==> config.mk <==
export PLATFORM = sky130hd
export DESIGN_NAME = kmp_ctrl
export DESIGN_NICKNAME = d
export VERILOG_FILES = /design/src/design/kmp_pkg.sv /design/src/design/kmp_ctrl.sv
export SDC_FILE = /design/constraint.sdc
export NUM_CORES = 1
export LEC_CHECK = 0
export BUFFER_PORTS_ARGS = -buffer_cell sky130_fd_sc_hd__buf_2
export CORE_ASPECT_RATIO = 1.4
export CORE_UTILIZATION = 30
export DETAILED_ROUTE_END_ITERATION = 10
export PLACE_DENSITY = 0.58
export SYNTH_ARGS = -nofsm -noshare
export SYNTH_HDL_FRONTEND = slang
export SYNTH_SLANG_ARGS = --single-unit
==> constraint.sdc <==
create_clock -name clk_i -period 1.4 [get_ports clk_i]
set_input_delay 0.21 -clock clk_i [delete_from_list [all_inputs] [get_ports clk_i]]
set_output_delay 0.21 -clock clk_i [all_outputs]
set_load 0.01 [all_outputs]
==> src/design/kmp_pkg.sv <==
// shared types and codes for the streaming kmp matcher
package kmp_pkg;

  localparam int unsigned MaxPatternDef = 256;

  localparam int unsigned SymbolW = 8;
  localparam int unsigned KindW = 2;
  localparam int unsigned CountW = 32;
  localparam int unsigned OutDataW = 40;

  localparam logic [KindW-1:0] KindClear   = 2'd0;
  localparam logic [KindW-1:0] KindAppend  = 2'd1;
  localparam logic [KindW-1:0] KindText    = 2'd2;
  localparam logic [KindW-1:0] KindRestart = 2'd3;

  typedef enum logic [3:0] {
    DpNop,
    DpClear,
    DpAppend,
    DpRestart,
    DpTextLoad,
    DpBuildInit,
    DpBuildRead,
    DpBuildStep,
    DpBuildWrite,
    DpTextRead,
    DpTextStep,
    DpTailRead,
    DpTailSet
  } dp_op_e;

  typedef struct packed {
    logic table_valid;
    logic pattern_empty;
    logic build_inner;
    logic build_more;
    logic text_exit;
    logic text_hit;
  } dp_stat_t;

endpackage

==> src/design/kmp_ctrl.sv <==
// kmp controller: sequences table build and failure-link walk
module kmp_ctrl (
  input  logic                      clk_i,
  input  logic                      rst_ni,
  input  logic                      s_valid_i,
  input  logic [kmp_pkg::KindW-1:0] kind_i,
  output logic                      s_ready_o,
  output logic                      m_valid_o,
  input  logic                      m_ready_i,
  input  kmp_pkg::dp_stat_t         stat_i,
  output kmp_pkg::dp_op_e           op_o
);
  import kmp_pkg::*;

  typedef enum logic [3:0] {
    StIdle,
    StBuildInit,
    StBuildRead,
    StBuildCmp,
    StBuildRead2,
    StBuildWrite,
    StTextRead,
    StTextCmp,
    StTailRead,
    StTailSet
  } state_e;

  state_e state_q;
  logic   m_valid_q;
  logic   m_valid_d;
  logic   accept;

  assign s_ready_o = (state_q == StIdle) && (!m_valid_q || m_ready_i);
  assign accept    = s_valid_i && s_ready_o;
  assign m_valid_o = m_valid_q;

  assign m_valid_d = (accept && (kind_i != KindText))
                  || ((state_q == StTextCmp) && stat_i.text_exit && !stat_i.text_hit)
                  || (state_q == StTailSet)
                  || (m_valid_q && !m_ready_i);

  always_comb begin
    op_o = DpNop;
    unique case (state_q)
      StIdle: begin
        if (accept) begin
          unique case (kind_i)
            KindClear:   op_o = DpClear;
            KindAppend:  op_o = DpAppend;
            KindText:    op_o = DpTextLoad;
            KindRestart: op_o = DpRestart;
          endcase
        end
      end
      StBuildInit:  op_o = DpBuildInit;
      StBuildRead:  op_o = DpBuildRead;
      StBuildCmp:   op_o = DpBuildStep;
      StBuildRead2: op_o = DpBuildRead;
      StBuildWrite: op_o = DpBuildWrite;
      StTextRead:   op_o = DpTextRead;
      StTextCmp:    op_o = DpTextStep;
      StTailRead:   op_o = DpTailRead;
      StTailSet:    op_o = DpTailSet;
      default:      op_o = DpNop;
    endcase
  end

  always_ff @(posedge clk_i or negedge rst_ni) begin
    if (!rst_ni) begin
      state_q   <= StIdle;
      m_valid_q <= 1'b0;
    end else begin
      m_valid_q <= m_valid_d;
      unique case (state_q)
        StIdle: begin
          if (accept) begin
            if (kind_i == KindText) begin
              state_q <= stat_i.table_valid ? StTextRead : StBuildInit;
            end
          end
        end
        StBuildInit: begin
          state_q <= stat_i.pattern_empty ? StTextRead : StBuildRead;
        end
        StBuildRead: begin
          state_q <= StBuildCmp;
        end
        StBuildCmp: begin
          state_q <= stat_i.build_inner ? StBuildRead : StBuildRead2;
        end
        StBuildRead2: begin
          state_q <= StBuildWrite;
        end
        StBuildWrite: begin
          state_q <= stat_i.build_more ? StBuildCmp : StTextRead;
        end
        StTextRead: begin
          state_q <= StTextCmp;
        end
        StTextCmp: begin
          if (!stat_i.text_exit) begin
            state_q <= StTextRead;
          end else if (stat_i.text_hit) begin
            state_q <= StTailRead;
          end else begin
            state_q <= StIdle;
          end
        end
        StTailRead: begin
          state_q <= StTailSet;
        end
        StTailSet: begin
          state_q <= StIdle;
        end
        default: begin
          state_q <= StIdle;
        end
      endcase
    end
  end

endmodule

==> reports/qor.csv <==
stage,metric,value,unit
routing,first_iter_violations,0,
finish,drive_above_1_share,0.528,
synthesis,synth_top_area_frac,0.227,
finish,filler_cell_count,167,
pwr,power.leakage,0.433,nW
run_status,violations,negative setup slack,
pwr,pwr-share-clk,0.094,
synthesis,yosys.area.top_type,dfrtp_1,
finish,antenna_cells,0,
floorplanning,num_rows,18,
synthesis,async_flop_share,1.00,
synthesis,syn_inst,67,
floorplanning,coreArea,1730,um2
pwr,total_power,1.85,mW
setup_path,cp_cell_sequence,buf_4 > nor2b_1 > o21ai_0 > o211ai_1 > buf_2,
timing,final_max_slew_viol_count,0,
finish,areaGrowthSynthToFinish,65.9,%
synthesis,synth_area_per_cell,8.22,um2
setup_path,crit_path_end_kind,output pin,
pwr,p_sw_frac,0.404,
pwr,p_int,1.10,mW
placement,placed_area,739,um2
synthesis,ys.flop_type,dfrtp_1,
finish,fin_area,913,um2
global_routing,grt_max_degree,8,
pwr,pwr-share-comb,0.737,
timing,hold_viol,0,
floorplanning,die_area,2010,um2
setup_path,worstPathMaxFanout,5,
cts,root_buffer,clkbuf_4,
routing,wl_per_cell,12.6,um
global_routing,antenna_found_initial,0,
global_routing,grt_pass1_vias,605,
setup_path,path_delay_family,flip-flops,
finish,final_cell_mix,"19 x buf_4, 16 x buf_2, 6 x inv_1",
run_status,outcome,"finished, violations left",
cts,clkTransAtPathRegs,40,ps
timing,skew,4.29,ps
routing,antenna_left,0,
timing,tightest_slew,320,ps
placement,dp_slack,-54.6,ps
finish,final_nets,125,
cts,clkLatencyLatePin,250,ps
hold_path,min_path_type,input port to register,
cts,clockBufferDepth,2,
setup_path,max_stage_delay,450,ps
cts,htree_levels,1,
pwr,ir_drop,1010,uV
setup_path,worst_ep_required_time,1190,ps
synthesis,synth_edf_count,0,
global_routing,grt.total_usage,0.185,
synthesis,netlist-cell-type-count,36,
routing,route.detailed.drc,0,
setup_path,critPathArrivalTime,1420,ps
placement,dp_hpwl,1230,um
cts,tritoncts,built,
floorplanning,die_w,38.2,um
synthesis,synth_area_leaders,"dfrtp_1 23%, ha_1 9.1%, inv_1 4.1%",
synthesis,synth-seq-area-share,0.227,
routing,num_vias,663,
routing,drt_wl_total,1610,um
timing,finalSetupViolCount,9,
synthesis,syn-num-nets,83,
cts,cts_buffers,3,
finish,multiInputGateArea,418,um2
timing,hold_slack,234,ps
finish,final_common_cell,buf_4,
finish,final-seq-area,129,um2
setup_path,critPathKind,register to output pin,
global_routing,grt_first_pass_wirelength,2500,um
routing,viasPerCell,5.18,
setup_path,start_kind,register,
timing,finalCritPeriodShare,1.17,
pwr,power_frac_seq,0.170,
floorplanning,die_y,52.7,um
floorplanning,start_util,0.317,
setup_path,crit_slowest_cell,dfrtp_2,
synthesis,synth.ff_latch_count,5,
timing,setup_tns,-1280,ps
placement,place.gp.congestion,0.835,
setup_path,critPathBufInv,2,
global_routing,overflow,0,
timing,setup_ws,-232,ps
floorplanning,design.portCount,18,
pwr,power_density,2020,nW/um2
timing,timing.final.crit_period,1630,ps
synthesis,synth_area,551,um2
cts,cts.sink_count,5,
timing,rsz0062_at_grt,true,
pwr,p_sw,0.746,mW
routing,drtPass1Iterations,1,
timing,relSlewSlack,0.786,
placement,io_buffers,17,
timing,clock.fmax,613,MHz
job,maxCapViolCount,0,
synthesis,ys_warn_count,0,
[power by group through the flow]
stage | Sequential [mW] | Combinational [mW] | Clock (mW)
2_1_floorplan | 0.255 | 0.661 | 0
3_3_place_gp | 0.297 | 1.05 | 0
3_5_place_dp | 0.297 | 1.05 | 0
4_1_cts | 0.293 | 1.23 | 0.176
5_1_grt | 0.322 | 1.49 | 0.186
6_report | 0.313 | 1.36 | 0.173
[state kept, by name, summed over array words and instances, names as in the netlist]
name and cells:
m_valid_o 1, state_q 4
[metrics by stage]
stage                      util  std cells
after floorplan               -         67
after global placement    0.426        114
after detailed placement  0.426        114
after CTS                 0.494        125
after global routing      0.527        128
final                     0.527        128
[layer usage]
| metal | global-route usage | vias to the layer above | part of all wire |
|---|---|---|---|
| li1 | - | 325 | - |
| met1 | 0.192 | 314 | 0.38 |
| met2 | 0.314 | 17 | 0.55 |
| met3 | 0.0170 | 7 | 0.026 |
| met4 | 0.161 | 0 | 0.044 |
| met5 | 0 | - | 0 |
[path summary, 6_finish.rpt]
| check | start | depth (start not counted) | slack, ps | endpoint |
|---|---|---|---|---|
| setup / recovery | state_q[3] | 5 | -230 | op_o[1] |
| hold / removal | stat_i[0] | 3 | 230 | state_q[3] |
| setup reg to reg | state_q[0] | 6 | -180 | state_q[0] |
| hold reg to reg | m_valid_o | 3 | 690 | m_valid_o |
| max in group asynchronous | rst_ni | 2 | 960 | state_q[0] |
| min in group asynchronous | rst_ni | 2 | 290 | state_q[1] |
[layout make-up]
| cell class | count | area share |
|---|---|---|
| well taps | 20 | 0.0274 |
| flip-flops and latches | 5 | 0.141 |
| clock buffers | 4 | 0.0288 |
| multi-input cells | 51 | 0.458 |
| repair buffers | 41 | 0.316 |
| inverters | 7 | 0.0288 |
[synthesized netlist by cell type, types with 2 or more instances]
cell type / count
nand2_1: 4
or3_1: 2
inv_1: 6
nor2b_1: 3
buf_2: 3
o21bai_1: 2
and2b_1: 2
nand3_1: 2
dfrtp_1: 5
nand2b_1: 2
nand3b_1: 2
o221ai_1: 2
o21ai_0: 2
nor2_1: 4
ha_1: 4
nor3b_1: 2
[worst reg2reg max path: cells and delay by family, from the launching register on]
family / cells / cell delay, ps
AOI/OAI and AO/OA: 2 / 250
DFF: 1 / 430
buffers and inverters: 3 / 390
and+or+nand+nor: 1 / 390
[logic make-up (layout without fill, tap and decap cells)]
kind of cell | Yosys count | count (layout) | share of synthesized area
flip-flops | 5 | 5 | 0.227
buffers and inverters | 11 | 52 | 0.0954
adder cells (fa/ha/maj) | 4 | 4 | 0.0909
multiplexers | 1 | 1 | 0.0182
AND/OR/NAND/NOR | 27 | 27 | 0.286
AO/OA/AOI/OAI | 19 | 19 | 0.282
[what timing repair did]
action,in CTS,in global routing
gates resized for setup,9,8
hold endpoints to repair,5,0
setup endpoints to repair,8,9
hold buffers,1,0
setup buffers,15,3
pin swaps,7,2
No activity file was read; power rests on OpenSTA's default activity.
